## src/sv/cartesian_polar_vector_unit_top_macros.svh

```systemverilog
// Assertion macros shared by the cartesian / polar vector unit.
`ifndef CARTESIAN_POLAR_VECTOR_UNIT_TOP_MACROS_SVH
`define CARTESIAN_POLAR_VECTOR_UNIT_TOP_MACROS_SVH

// A condition that must hold in the same cycle as its trigger.
`define CPV_IMPLY(lbl, clk, rst, ante, cons) \
  lbl: assert property (@(posedge clk) disable iff (rst) (ante) |-> (cons)) \
    else $error("cpv: implication check failed");

// A value that must not move in the cycle after the condition.
`define CPV_HOLD(lbl, clk, rst, cond, sig) \
  lbl: assert property (@(posedge clk) disable iff (rst) (cond) |=> $stable(sig)) \
    else $error("cpv: value changed while the pipeline was held");

`endif

```

## src/sv/cpv_pkg.sv

```systemverilog
// Package with the types, constants and tables of the cartesian / polar vector unit.
package cpv_pkg;

  // Default number of CORDIC micro-rotations per conversion.
  localparam int CORDIC_STEPS = 28;

  // Internal coordinate width (Q.32 with headroom) and angle width (Q.30).
  localparam int XW = 54;
  localparam int ZW = 36;
  // Magnitude widths fed to the gain multipliers.
  localparam int MW_IN  = 49;
  localparam int MW_RAD = 52;

  localparam logic signed [ZW-1:0] PI_Q30      = 36'sd3373259426;
  localparam logic signed [ZW-1:0] HALF_PI_Q30 = 36'sd1686629713;
  localparam logic signed [ZW-1:0] TWO_PI_Q30  = 36'sd6746518852;
  localparam logic signed [32:0]   RADIUS_MAX  = 33'sd3037000499;

  typedef enum logic [1:0] {
    CMD_TO_POLAR = 2'd0,
    CMD_TO_CART  = 2'd1,
    CMD_ADD      = 2'd2,
    CMD_SUB      = 2'd3
  } cmd_t;

  // One CORDIC lane: coordinates and residual angle.
  typedef struct packed {
    logic signed [XW-1:0] x;
    logic signed [XW-1:0] y;
    logic signed [ZW-1:0] z;
  } vec_t;

  // atan(2^-i) in Q.30, truncated.
  localparam logic [31:0] ATAN_Q30 [32] = '{
    32'h3243F6A8, 32'h1DAC6705, 32'h0FADBAFC, 32'h07F56EA6,
    32'h03FEAB76, 32'h01FFD55B, 32'h00FFFAAA, 32'h007FFF55,
    32'h003FFFEA, 32'h001FFFFD, 32'h000FFFFF, 32'h0007FFFF,
    32'h0003FFFF, 32'h0001FFFF, 32'h0000FFFF, 32'h00007FFF,
    32'h00003FFF, 32'h00001FFF, 32'h00000FFF, 32'h000007FF,
    32'h000003FF, 32'h000001FF, 32'h000000FF, 32'h0000007F,
    32'h0000003F, 32'h0000001F, 32'h0000000F, 32'h00000008,
    32'h00000004, 32'h00000002, 32'h00000001, 32'h00000000
  };

  // Unsigned 64-bit quotient by restoring shift-and-subtract.
  function automatic logic [63:0] udiv64(input logic [63:0] num, input logic [63:0] den);
    logic [64:0] rem;
    logic [63:0] quo;
    rem = '0;
    quo = '0;
    for (int b = 63; b >= 0; b--) begin
      rem = {rem[63:0], num[b]};
      if (rem >= {1'b0, den}) begin
        rem    = rem - {1'b0, den};
        quo[b] = 1'b1;
      end
    end
    return quo;
  endfunction

  // CORDIC gain in Q.31, evaluated at elaboration: K^2 is reduced once per
  // micro-rotation, then an integer square root gives K.
  function automatic logic [30:0] gain_q31(input int steps);
    logic [63:0] k2;
    logic [63:0] res;
    logic [63:0] bitv;
    logic [63:0] dv;
    int          n;
    k2   = 64'd1 << 62;
    res  = '0;
    bitv = 64'd1 << 62;
    dv   = '0;
    n    = (steps > 32) ? 32 : steps;
    for (int i = 0; i < 32; i++) begin
      if (i < n) begin
        dv = (64'd1 << (2 * i)) + 64'd1;
        k2 = k2 - udiv64(k2, dv);
      end
    end
    for (int j = 0; j < 32; j++) begin
      if (bitv > k2) begin
        bitv = bitv >> 2;
      end
    end
    for (int j = 0; j < 32; j++) begin
      if (bitv != 64'd0) begin
        if (k2 >= res + bitv) begin
          k2  = k2 - (res + bitv);
          res = (res >> 1) + bitv;
        end else begin
          res = res >> 1;
        end
        bitv = bitv >> 2;
      end
    end
    return res[30:0];
  endfunction

endpackage

```

## src/sv/cpv_cordic_stage.sv

```systemverilog
// One registered CORDIC micro-rotation, in rotation or vectoring mode.
module cpv_cordic_stage #(
  parameter int STEP = 0
) (
  input  logic          clk,
  input  logic          adv,
  input  logic          vectoring,
  input  logic          en,
  input  cpv_pkg::vec_t d,
  output cpv_pkg::vec_t q
);

  localparam logic signed [cpv_pkg::ZW-1:0] ANG = cpv_pkg::ZW'(cpv_pkg::ATAN_Q30[STEP]);

  logic signed [cpv_pkg::XW-1:0] dx;
  logic signed [cpv_pkg::XW-1:0] dy;
  logic                          up;
  cpv_pkg::vec_t                 nxt;

  // Direction: vectoring drives y to zero, rotation drives z to zero.
  // Each coordinate moves by the other one shifted down by the step.
  always_comb begin
    dx = d.y >>> STEP;
    dy = d.x >>> STEP;
    up = vectoring ? (d.y >= 0) : (d.z < 0);
    nxt = d;
    if (en) begin
      if (up) begin
        nxt.x = d.x + dx;
        nxt.y = d.y - dy;
        nxt.z = d.z + ANG;
      end else begin
        nxt.x = d.x - dx;
        nxt.y = d.y + dy;
        nxt.z = d.z - ANG;
      end
    end
  end

  always_ff @(posedge clk) begin
    if (adv) begin
      q <= nxt;
    end
  end

endmodule

```

## config.mk

```make
export PLATFORM = sky130hd
export DESIGN_NAME = cpv_cordic_stage
export DESIGN_NICKNAME = d
export VERILOG_FILES = /design/src/sv/cartesian_polar_vector_unit_top_macros.svh /design/src/sv/cpv_pkg.sv /design/src/sv/cpv_cordic_stage.sv
export SDC_FILE = /design/constraint.sdc
export NUM_CORES = 1
export LEC_CHECK = 0
export BUFFER_PORTS_ARGS = -buffer_cell sky130_fd_sc_hd__buf_4
export CELL_PAD_IN_SITES_DETAIL_PLACEMENT = 0
export CELL_PAD_IN_SITES_GLOBAL_PLACEMENT = 1
export CORE_MARGIN = 5
export CORE_UTILIZATION = 44
export CTS_BUF_LIST = sky130_fd_sc_hd__clkbuf_4
export DETAILED_ROUTE_END_ITERATION = 8
export GPL_ROUTABILITY_DRIVEN = 0
export PLACE_DENSITY_LB_ADDON = 0.1
export SLEW_MARGIN = 5
export SYNTH_ARGS = -nofsm -noshare
export SYNTH_HDL_FRONTEND = slang
export SYNTH_SLANG_ARGS = --single-unit
```

## constraint.sdc

```tcl
create_clock -name clk -period 4.9 [get_ports clk]
set_input_delay 0 -clock clk [delete_from_list [all_inputs] [get_ports clk]]
set_output_delay 0 -clock clk [all_outputs]
set_load 0.03 [all_outputs]
```

; Yosys cells after proc, flatten, opt, wreduce, memory -nomap -nowiden
; Cells that the tools add are included.
; W data, S select, Z words.
[totals]
ff_bits = 144
inputBits = 148
out_inout_bits = 144
word_cells = 13
[op_classes]
addsub = 5
magnitude_cmp = 2
muxes = 3
[op_table]
columns = op, count
row1 = $mux W144, 2
row2 = $sub A54 B54 Y54, 2
row3 = $add A54 B54 Y54, 1
row4 = $ge A54 B1 Y1 const B, 1
row5 = $add A36 B31 Y36 const B, 1
row6 = $lt A36 B1 Y1 const B, 1
row7 = $sub A36 B31 Y36 const B, 1
row8 = $mux W1, 1

; Longest topological paths before layout
[depth]
word_depth = 4
ltp_mapped = 20
depth_no_buf = 15

; Least setup slack after synthesis
; OpenSTA, ideal clock, no wires.
[synth_timing]
path_kind = input-to-reg
start = input port d[89] (netlist name)
end = register q[31] (netlist name), data pin
setup_time_ns = 0.272
arrival_time_ns = 4.279
required_ns = 4.628
setup_slack_ns = 0.349
path_stages = 20
path_buffers = 5
path_cell_list = buf_2 nor2b_1 nor2_2 clkinv_1 clkbuf_1 clkbuf_1 buf_1 clkbuf_1 xnor2_1 ha_1 o21a_1 o31a_1 a221oi_1 o21ba_2 a21oi_2 nor3_2 nor2_2 mux2i_1 a2111oi_2 xor2_1
[synth_rtl]
columns = item, line_no
row1 = "start, declared", cpv_cordic_stage.sv:9  ; input cpv_pkg::vec_t d,
row2 = "end signal, assigned", cpv_cordic_stage.sv:42  ; q <= nxt;
row3 = "end, declared", cpv_cordic_stage.sv:10  ; output cpv_pkg::vec_t q

==> results.md <==
- Outcome: complete, no violations
- CTS tree: yes
- F_max: 213 MHz
- Worst-margin pin slew: 1.05 ns
- Max-cap violations: 0
- Number of synthesized register bits: 144
- Routed vias: 19501
- CTS HTree Levels: 4
- Cells after Synth: 2307
- Rows: 73
- Root Driver: clkbuf_4
- Total Wirelength: 68.3 mm
- Number of flip-flops in the largest register: 144
- Syn Area/Cell: 7.64 um2
- Filler Cells Inserted: 3777
- DRT Pass-1 Iters: 6
- DP Area: 20100 um2
- Vias in the first global route: 18786
- Final core occ: 0.577
- Most frequent cells in the layout: buf_4, a21oi_1, nor2_1, dlygate4sd3_1, inv_1
- Final Cycle Share: 0.957
- Initial antenna violation count: 4
- Peak VDD IR: 0.151 mV
- Drt wl/cell: 20.8 um
- Most flops, register: q
- Die span in x: 210 um
- Final setup vio count: 0
- Worst-path clk slew: 0.14 ns
- Slew Limit Headroom: 0.301
- # IOs: 292
- Biggest regs: q (144)
- Most common cell after layout, fill and taps aside: buf_4
- Die H: 210 um
- CP arrival: 5.12 ns
- Hold path startpoint: en
- Syn nets: 2629
- Crit end category: flop
- Power per cell area: 238 nW/um2
- CORE AREA: 39600 um2
- Maximum clock insertion buffer count: 2
- Period minus WS final: 4.69 ns
- Max Slew Vio Count: 0
- Main flop type after synthesis: edfxtp_1
- Inserted Clock Buffers: 17
- Global route overflow: 0
- Critical path data required time: 5.33 ns
- Synthesized area: 17600 um2
- First-pass GRT wire length: 104 mm
- Hold depth: 3
- Worst-path maximum fanout: 19
- Fin nets: 3068
- Sinks on Clock Net: 144
- Hold violation count in the final report: 0
- Ys async rst share: 0
- Leak: 9.74 nW
- Routed Antenna Nets: 0
- Final Instance Area: 22900 um2
- Setup TNS Final: 0 ns
- Share of layout cells above drive strength 1: 0.140
- Via-per-instance ratio: 5.93
- PortBufs: 291
- RSZ-0062 raised after global routing: no
- Final Power: 5.45 mW
- First DRT Iteration DRCs: 1932
- Post-route insts no fill: 3288
- Post-synth EDFFs: 144
- Sequential cell area fraction in the yosys report: 0.245
- Gr usage total: 0.294
- Area growth, synth to finish: 29.6%
- Worst Hold Endpoint: q[69]
- Distinct cells, synth: 86
- Crit path launch type: input port
- DRC errors left: 0
- Post-DP HPWL: 51.6 mm
- Inst Count DP: 3017
- Kind of critical path: input port to flop
- Die area: 44200 um2
- Starting density of the core: 0.445
- YS warnings: 0
- Tightest Hold Check Type: input port to flop
- Largest net degree at the start of global routing: 95
==> logic make-up (layout without fill, tap and decap cells) <==
logic type	after synthesis	in the layout	synth area share
buffers and inverters	308	760	0.0680
other	0	4	0
flip-flops	144	144	0.245
AO/OA/AOI/OAI	804	804	0.287
AND/OR/NAND/NOR	714	714	0.191
multiplexers	36	36	0.0209
adder cells (fa/ha/maj)	176	176	0.126
XOR/XNOR	125	125	0.0621
==> critical path: stages <==
cell and delay, ns:
dlygate4sd3_1 0.54, buf_4 0.19, nor2b_2 0.29, nor2_4 0.08
inv_4 0.20, xnor2_1 0.10, ha_1 0.23, o21a_1 0.20
o31a_1 0.25, a221oi_1 0.52, o21ba_2 0.28, a21oi_2 0.08
nor3_2 0.25, nor2_2 0.10, a22oi_1 0.32, a2bb2oi_1 0.19
dlygate4sd3_1 0.56, nand4_1 0.12, dlygate4sd3_1 0.59
==> cell type report <==
type / count / area (um2) / share of cell area
Inverter: 180 / 678 / 0.0297
Clock buffer: 17 / 128 / 0.00558
Sequential cell: 144 / 4320 / 0.189
Antenna cell: 4 / 10.0 / 0.000438
Tap cell: 525 / 657 / 0.0287
Multi-Input combinational cell: 1855 / 12100 / 0.530
Timing Repair Buffer: 548 / 4710 / 0.206
Clock inverter: 15 / 233 / 0.0102
==> synthesized netlist by cell type (16+ instances only) <==
cell type,n,area [um2]
nor2b_1,29,181
a211oi_1,24,180
buf_2,25,125
o31ai_1,27,203
edfxtp_1,144,4320
a21oi_1,296,1480
xor2_1,22,193
o21a_1,23,173
nor3_1,62,310
a31oi_1,21,131
nor4_1,20,125
ha_1,171,2140
and2_1,19,119
xnor2_1,103,902
o21ai_0,172,861
inv_1,175,657
nand3_1,43,215
buf_1,20,75.1
mux2i_1,29,290
clkbuf_1,81,304
o21bai_1,35,263
a21o_1,41,308
nand4_1,33,206
nand2_1,166,623
nor2_1,252,946
or3_1,16,100
nand2b_1,16,100
==> stage by stage <==
stage,setup WS (ns),hold slack (ns)
3_3_place_gp,0.858,0.180
3_5_place_dp,0.910,0.182
4_1_cts,0.278,0.0175
2_1_floorplan,0.349,0.0989
6_report,0.212,0.114
5_1_grt,0.0313,0.101
==> report_power, final <==
| part | internal, mW | switching [mW] |
|---|---|---|
| Sequential | 1.56 | 0.0614 |
| Clock | 0.462 | 0.539 |
| Combinational | 1.11 | 1.71 |
==> timing repair <==
item / in CTS / in global routing
endpoints found under the hold margin: 158 / 0
hold buffers: 235 / 0
resized for setup: 0 / 2
endpoints found under the setup margin: 0 / 1
setup buffers: 0 / 0
==> how the worst max path moves through the flow <==
stage          startpoint     to  slack [ns]  cells after the start
4_1_cts             d[89]  q[35]        0.28                     19
5_1_grt             d[89]  q[35]        0.03                     19
3_3_place_gp        d[51]  q[85]        0.86                     12
2_1_floorplan       d[89]  q[31]        0.35                     20
3_5_place_dp        d[51]  q[85]        0.91                     12
6_report            d[89]  q[35]        0.21                     19
==> routing by layer <==
metal / global-route usage / part of all wire / vias up
met2: 0.476 / 0.45 / 933
li1: - / - / 9247
met1: 0.394 / 0.43 / 9178
met5: 0 / 0 / -
met3: 0.0573 / 0.086 / 143
met4: 0.104 / 0.031 / 0
Power figures use the tool's default switching activity.
