<file path="config.mk">
export PLATFORM = sky130hd
export DESIGN_NAME = cpv_gain_mul
export DESIGN_NICKNAME = d
export VERILOG_FILES = /design/src/sv/cartesian_polar_vector_unit_top_macros.svh /design/src/sv/cpv_pkg.sv /design/src/sv/cpv_gain_mul.sv
export SDC_FILE = /design/constraint.sdc
export NUM_CORES = 2
export LEC_CHECK = 0
export BUFFER_PORTS_ARGS = -buffer_cell sky130_fd_sc_hd__buf_2
export CAP_MARGIN = 20
export CORE_ASPECT_RATIO = 0.5
export CORE_UTILIZATION = 64
export CTS_CLUSTER_DIAMETER = 150
export DETAILED_ROUTE_END_ITERATION = 12
export GPL_TIMING_DRIVEN = 0
export HOLD_SLACK_MARGIN = 0.12
export PLACE_DENSITY = 0.82
export SYNTH_ARGS = -nofsm -noshare
export SYNTH_HDL_FRONTEND = slang
export SYNTH_SLANG_ARGS = --single-unit
</file>
<file path="constraint.sdc">
create_clock -name clk -period 9.37 [get_ports clk]
set_input_delay 1.4055 -clock clk [delete_from_list [all_inputs] [get_ports clk]]
set_output_delay 1.4055 -clock clk [all_outputs]
set_load 0.02 [all_outputs]
</file>
<file path="src/sv/cartesian_polar_vector_unit_top_macros.svh">
// Assertion macros shared by the cartesian / polar vector unit.
`ifndef CARTESIAN_POLAR_VECTOR_UNIT_TOP_MACROS_SVH
`define CARTESIAN_POLAR_VECTOR_UNIT_TOP_MACROS_SVH

// A condition that must hold in the same cycle as its trigger.
`define CPV_IMPLY(lbl, clk, rst, ante, cons) \
  lbl: assert property (@(posedge clk) disable iff (rst) (ante) |-> (cons)) \
    else $error("cpv: implication check failed");

// A value that must not move in the cycle after the condition.
`define CPV_HOLD(lbl, clk, rst, cond, sig) \
  lbl: assert property (@(posedge clk) disable iff (rst) (cond) |=> $stable(sig)) \
    else $error("cpv: value changed while the pipeline was held");

`endif

</file>
<file path="src/sv/cpv_pkg.sv">
// Package with the types, constants and tables of the cartesian / polar vector unit.
package cpv_pkg;

  // Default number of CORDIC micro-rotations per conversion.
  localparam int CORDIC_STEPS = 28;

  // Internal coordinate width (Q.32 with headroom) and angle width (Q.30).
  localparam int XW = 54;
  localparam int ZW = 36;
  // Magnitude widths fed to the gain multipliers.
  localparam int MW_IN  = 49;
  localparam int MW_RAD = 52;

  localparam logic signed [ZW-1:0] PI_Q30      = 36'sd3373259426;
  localparam logic signed [ZW-1:0] HALF_PI_Q30 = 36'sd1686629713;
  localparam logic signed [ZW-1:0] TWO_PI_Q30  = 36'sd6746518852;
  localparam logic signed [32:0]   RADIUS_MAX  = 33'sd3037000499;

  typedef enum logic [1:0] {
    CMD_TO_POLAR = 2'd0,
    CMD_TO_CART  = 2'd1,
    CMD_ADD      = 2'd2,
    CMD_SUB      = 2'd3
  } cmd_t;

  // One CORDIC lane: coordinates and residual angle.
  typedef struct packed {
    logic signed [XW-1:0] x;
    logic signed [XW-1:0] y;
    logic signed [ZW-1:0] z;
  } vec_t;

  // atan(2^-i) in Q.30, truncated.
  localparam logic [31:0] ATAN_Q30 [32] = '{
    32'h3243F6A8, 32'h1DAC6705, 32'h0FADBAFC, 32'h07F56EA6,
    32'h03FEAB76, 32'h01FFD55B, 32'h00FFFAAA, 32'h007FFF55,
    32'h003FFFEA, 32'h001FFFFD, 32'h000FFFFF, 32'h0007FFFF,
    32'h0003FFFF, 32'h0001FFFF, 32'h0000FFFF, 32'h00007FFF,
    32'h00003FFF, 32'h00001FFF, 32'h00000FFF, 32'h000007FF,
    32'h000003FF, 32'h000001FF, 32'h000000FF, 32'h0000007F,
    32'h0000003F, 32'h0000001F, 32'h0000000F, 32'h00000008,
    32'h00000004, 32'h00000002, 32'h00000001, 32'h00000000
  };

  // Unsigned 64-bit quotient by restoring shift-and-subtract.
  function automatic logic [63:0] udiv64(input logic [63:0] num, input logic [63:0] den);
    logic [64:0] rem;
    logic [63:0] quo;
    rem = '0;
    quo = '0;
    for (int b = 63; b >= 0; b--) begin
      rem = {rem[63:0], num[b]};
      if (rem >= {1'b0, den}) begin
        rem    = rem - {1'b0, den};
        quo[b] = 1'b1;
      end
    end
    return quo;
  endfunction

  // CORDIC gain in Q.31, evaluated at elaboration: K^2 is reduced once per
  // micro-rotation, then an integer square root gives K.
  function automatic logic [30:0] gain_q31(input int steps);
    logic [63:0] k2;
    logic [63:0] res;
    logic [63:0] bitv;
    logic [63:0] dv;
    int          n;
    k2   = 64'd1 << 62;
    res  = '0;
    bitv = 64'd1 << 62;
    dv   = '0;
    n    = (steps > 32) ? 32 : steps;
    for (int i = 0; i < 32; i++) begin
      if (i < n) begin
        dv = (64'd1 << (2 * i)) + 64'd1;
        k2 = k2 - udiv64(k2, dv);
      end
    end
    for (int j = 0; j < 32; j++) begin
      if (bitv > k2) begin
        bitv = bitv >> 2;
      end
    end
    for (int j = 0; j < 32; j++) begin
      if (bitv != 64'd0) begin
        if (k2 >= res + bitv) begin
          k2  = k2 - (res + bitv);
          res = (res >> 1) + bitv;
        end else begin
          res = res >> 1;
        end
        bitv = bitv >> 2;
      end
    end
    return res[30:0];
  endfunction

endpackage

</file>
<file path="src/sv/cpv_gain_mul.sv">
// Two-stage multiplier of a magnitude by the CORDIC gain, rounded at bit 31.
module cpv_gain_mul #(
  parameter int          MW = cpv_pkg::MW_IN,
  parameter logic [30:0] K  = cpv_pkg::gain_q31(cpv_pkg::CORDIC_STEPS)
) (
  input  logic          clk,
  input  logic          adv,
  input  logic [MW-1:0] mag,
  output logic [MW-1:0] prod
);

  logic [MW-1:0] hi_ext;
  logic [61:0]   lo_ext;
  logic [MW-1:0] hi_prod;
  logic [61:0]   lo_prod;
  logic [61:0]   lo_rnd;

  // Split the magnitude at bit 31 so each product stays near 32 x 32 bits.
  assign hi_ext = MW'(mag[MW-1:31]);
  assign lo_ext = 62'(mag[30:0]);

  always_ff @(posedge clk) begin
    if (adv) begin
      hi_prod <= hi_ext * MW'(K);
      lo_prod <= lo_ext * 62'(K);
    end
  end

  // Round the low partial product and add the high one.
  assign lo_rnd = lo_prod + (62'd1 << 30);

  always_ff @(posedge clk) begin
    if (adv) begin
      prod <= hi_prod + MW'(lo_rnd[61:31]);
    end
  end

endmodule

</file>
---- Yosys cells after proc, flatten, opt, wreduce, memory -nomap -nowiden ----
Cells that the tools add are included.
operators by class
  add/sub/neg operators ................... 2
  multipliers ............................. 2
operators by type and width
  cell                    number
  $add 62x31->62 const B  1
  $mul 31x29->60 const B  1
  $add 49x31->49          1
  $mul 18x29->47 const B  1
storage, ports and cells
  bits in registers ....................... 156
  input bits .............................. 51
  output and inout port bits .............. 49
  word-level logic and storage cells ...... 7

---- Depth between registers and ports, before layout ----
  word-level depth ........................ 2
  gate-level depth with buffers ........... 26
  depth with buffers taken out ............ 25

---- Worst setup path before layout ----
OpenSTA, ideal clock, no wires.
  path kind ............................... input to register
  start point ............................. in mag[8]
  end point ............................... reg lo_prod[54], data pin
  data arrival time ....................... 7.916 ns
  data required time ...................... 9.208 ns
  slack ................................... 1.292 ns
  cell stages on the path ................. 24
  buffers on the path ..................... 0
  path through ............................ inv_1 > fa_1 > fa_1 > inv_1 > fa_1 > inv_1 > fa_1 > inv_1 > fa_1 > fa_1 > fa_1 > inv_1 > fa_1 > inv_1 > ha_1 > nand4_1 > or4_1 > a21oi_2 > o21a_1 > o2111ai_2 > a21oi_4 > a21oi_2 > or4b_1 > o2111ai_1
on the way
  word-level cells in the longest chain between the ends .. 1
RTL lines
  item                  line                source
  start, declared       cpv_gain_mul.sv:8   input logic [MW-1:0] mag,
  $mul 31x29->60        cpv_gain_mul.sv:25  lo_prod <= lo_ext * 62'(K);
  end signal, assigned  cpv_gain_mul.sv:25
  end, declared         cpv_gain_mul.sv:15  logic [61:0] lo_prod;
Every way passes these cells.
A chain may end at the register's enable or synchronous reset.

---- Worst setup path after layout ----
  start point ............................. in mag[11]
  end point ............................... reg lo_prod[58], data pin
Same word-level chain as after synthesis.

==> out/metrics.csv <==
stage,metric,value,unit
outcome,outcome,finished clean,
clock_tree,# hold bufs at CTS,0,
floorplanning,Die Area,50900,sq um
floorplanning,Starting Density,0.654,
logic_synthesis,Synth area leaders,"fa_1, ha_1, edfxtp_1",
critical_path,Critical Path RT,9530,ps
clock_tree,Post-CTS Setup Inserts,0,
hold_path,hold_sp,hi_prod[48]$_DFFE_PP_,
timing,RSZ-0062 raised after global routing,no,
critical_path,crit-path cells,"buf_2, inv_1, fa_1, fa_1, inv_1, fa_1, fa_1, fa_1, fa_1, fa_1, inv_1, fa_1, inv_1, ha_1, a21oi_1, o211ai_1, nand2_1, a32oi_1, o21a_1, o2111ai_2, a21oi_4, a211oi_1, mux2i_1, o2111ai_1",
timing,Final Skew,17.2,ps
global_routing,GRT Resource Usage Total,0.311,
timing,"Hold Violations, Final",0,
final_layout,Final Instance Area,33900,sq um
critical_path,worst-path maximum fanout,7,
logic_synthesis,post-synth net total,4257,
route,Via density,5.55,
floorplanning,core outline area,48900,sq um
logic_synthesis,adder-cell area share of the yosys netlist,0.621,
route,drt first pass iters,7,
critical_path,Worst Setup Start Kind,input port,
floorplanning,DIE WIDTH,318,microns
clock_tree,CTS tree,done,
route,via count,21100,
logic_synthesis,Synth top area share,0.410,
logic_synthesis,synthesized area per cell,10.6,sq um
placed_design,placed inst area,33300,sq um
clock_tree,Max H-tree Level,4,
timing,Hold Slack,573,ps
critical_path,Critical Path Most Common Cell,fa_1,
route,Avg WL per Cell,19.5,microns
logic_synthesis,Cells after Synth,3013,
placed_design,Buffers on Ports,99,
clock_tree,TritonCTS buffer count,17,
logic_synthesis,register area share after synthesis,0.120,
clock_tree,Longest Clk Path Bufs,2,
logic_synthesis,compound-gate portion of the synthesized area,0.0645,
logic_synthesis,top-count cell post-synth,inv_1,
critical_path,Worst setup startpoint,mag[11],
final_layout,Ant. Diodes,0,
logic_synthesis,asr flop ratio synth,0,
route,initial DRC count,1230,
logic_synthesis,Post-Syn Area,32000,sq um
global_routing,first-pass GRT wire length,122,mm
final_layout,"Net count, final",4376,
timing,Highest Clock Rate,113,MHz
logic_synthesis,Post-synth EDFFs,128,
timing,Final TNS setup,0,ps
logic_synthesis,Synth warnings,0,
timing,Tmin final,8850,ps
hold_path,Hold Crit Class,reg -> reg,
timing,final setup fails,0,
logic_synthesis,post-synthesis mux area share,0.000313,
logic_synthesis,list of most frequent post-synthesis cells,"inv_1, fa_1, ha_1",
global_routing,initial antenna violation count,0,
global_routing,vias in the first global route,23200,
clock_tree,clk slew on worst S/H paths,70,ps
clock_tree,clk_lat worst skew,430,ps
global_routing,remaining global-route overflow,0,
clock_tree,Post-CTS Resized,0,
route,antenna-violating nets left,0,
logic_synthesis,synth unique cells,58,
critical_path,Worst R2R Start,lo_prod[32]$_DFFE_PP_,
critical_path,Top Family by Delay on Critical Path,adder cells,
logic_synthesis,Synth Register Bits,128,
global_routing,largest net degree at the start of global routing,98,
route,Remaining DRCs,0,
critical_path,crit path DAT,9010,ps
final_layout,layout cells sized above 1,0.0458,
logic_synthesis,XOR/XNOR Fraction of Synth Area,0.0389,
final_layout,Layout area overhead,6.11,%
critical_path,CP max stage cell,a211oi_1,
clock_tree,clk root buf,clkbuf_16,
critical_path,WP buf/inv,5,
floorplanning,Site Rows,57,
timing,Slew @ Worst Pin,832,ps
critical_path,kind of critical path,in -> reg,
logic_synthesis,Post-Synth Simple-Gate Area,0.0457,
placed_design,RD Place Congestion,0.992,
timing,final worst-path cycle share,0.945,
critical_path,crit end category,flip-flop,
clock_tree,# clock sinks,128,
floorplanning,Boundary Pins,100,
floorplanning,Die H,160,microns
timing,Rel. slew slack,0.442,
run,max cap viols,0,
route,Total Wirelength,74.1,mm
placed_design,HPWL Detailed,66.1,mm
logic_synthesis,biggest area consumer among synthesized cells,fa_1,
logic_synthesis,top_reg_cell synth,edfxtp_1,
logic_synthesis,largest family of logic cells by synthesized area,adder cells,
timing,pins over their slew limit,0,
critical_path,"Largest stage delay, worst path",630,ps
==> flip-flops by register name, summed over array words and instances (netlist names) <==
signal,cells
lo_prod,32
prod,49
hi_prod,47
==> layer usage <==
metal  up-vias  part of all wire  global-route usage
li1       9643                 -                   -
met1     10600              0.41               0.403
met2       659              0.50               0.543
met3       141             0.054              0.0430
met4         0             0.037               0.107
met5         -                 0                   0
==> metrics by stage <==
step | util | cells | setup slack [ps]
6_report | 0.693 | 3794 | 520
5_1_grt | 0.693 | 3794 | 323
4_1_cts | 0.693 | 3794 | 577
3_5_place_dp | 0.681 | 3762 | 150
3_3_place_gp | 0.680 | 3761 | 245
2_1_floorplan | - | 3013 | 1290
==> layout by cell type (no fill, tap or decap), types with 5 or more instances in the layout <==
| master | count |
|---|---|
| o21bai_1 | 17 |
| a21oi_1 | 106 |
| nor2_1 | 68 |
| o21ai_0 | 46 |
| inv_1 | 920 |
| xnor2_1 | 75 |
| nor2b_1 | 11 |
| nand3_1 | 28 |
| nand4_1 | 26 |
| ha_1 | 538 |
| and3_1 | 26 |
| nor3_1 | 19 |
| and2_1 | 7 |
| clkbuf_16 | 17 |
| inv_6 | 7 |
| o21a_1 | 7 |
| edfxtp_1 | 128 |
| nand2_1 | 83 |
| clkbuf_1 | 15 |
| fa_1 | 655 |
| a21o_1 | 65 |
| a31oi_1 | 17 |
| buf_2 | 98 |
| a221oi_1 | 5 |
| nand2b_1 | 11 |
| xor2_1 | 67 |
| o211ai_1 | 9 |
==> cells by family (layout without fill, tap and decap cells) <==
group	count (synthesis)	count (layout)
xor gates and xnor gates	142	142
and+or+nand+nor	298	298
adders and majority gates	1193	1193
muxes	1	1
AOI/OAI and AO/OA	316	316
DFF	128	128
buffers and inverters	935	1067
==> path summary, 6_finish.rpt <==
| kind | cells after the start | end | slack, ps |
|---|---|---|---|
| worst max-delay path | 24 | lo_prod[58]$_DFFE_PP_ | 520 |
| worst min-delay path | 1 | prod[48]$_DFFE_PP_ | 570 |
| worst max register to register | 16 | prod[39]$_DFFE_PP_ | 4430 |
| worst min register to register | 1 | prod[48]$_DFFE_PP_ | 570 |
==> layout make-up <==
class	instances	area, sq um
Tap cell	649	812
Timing Repair Buffer	100	529
Sequential cell	128	3840
Buffer	15	56.3
Clock inverter	15	188
Clock buffer	17	425
Fill cell	3647	15000
Inverter	920	3450
Multi-Input combinational cell	1950	24600
Power is not shown: default switching activity piles up to over one toggle a cycle in this logic, so the estimate is an artifact.
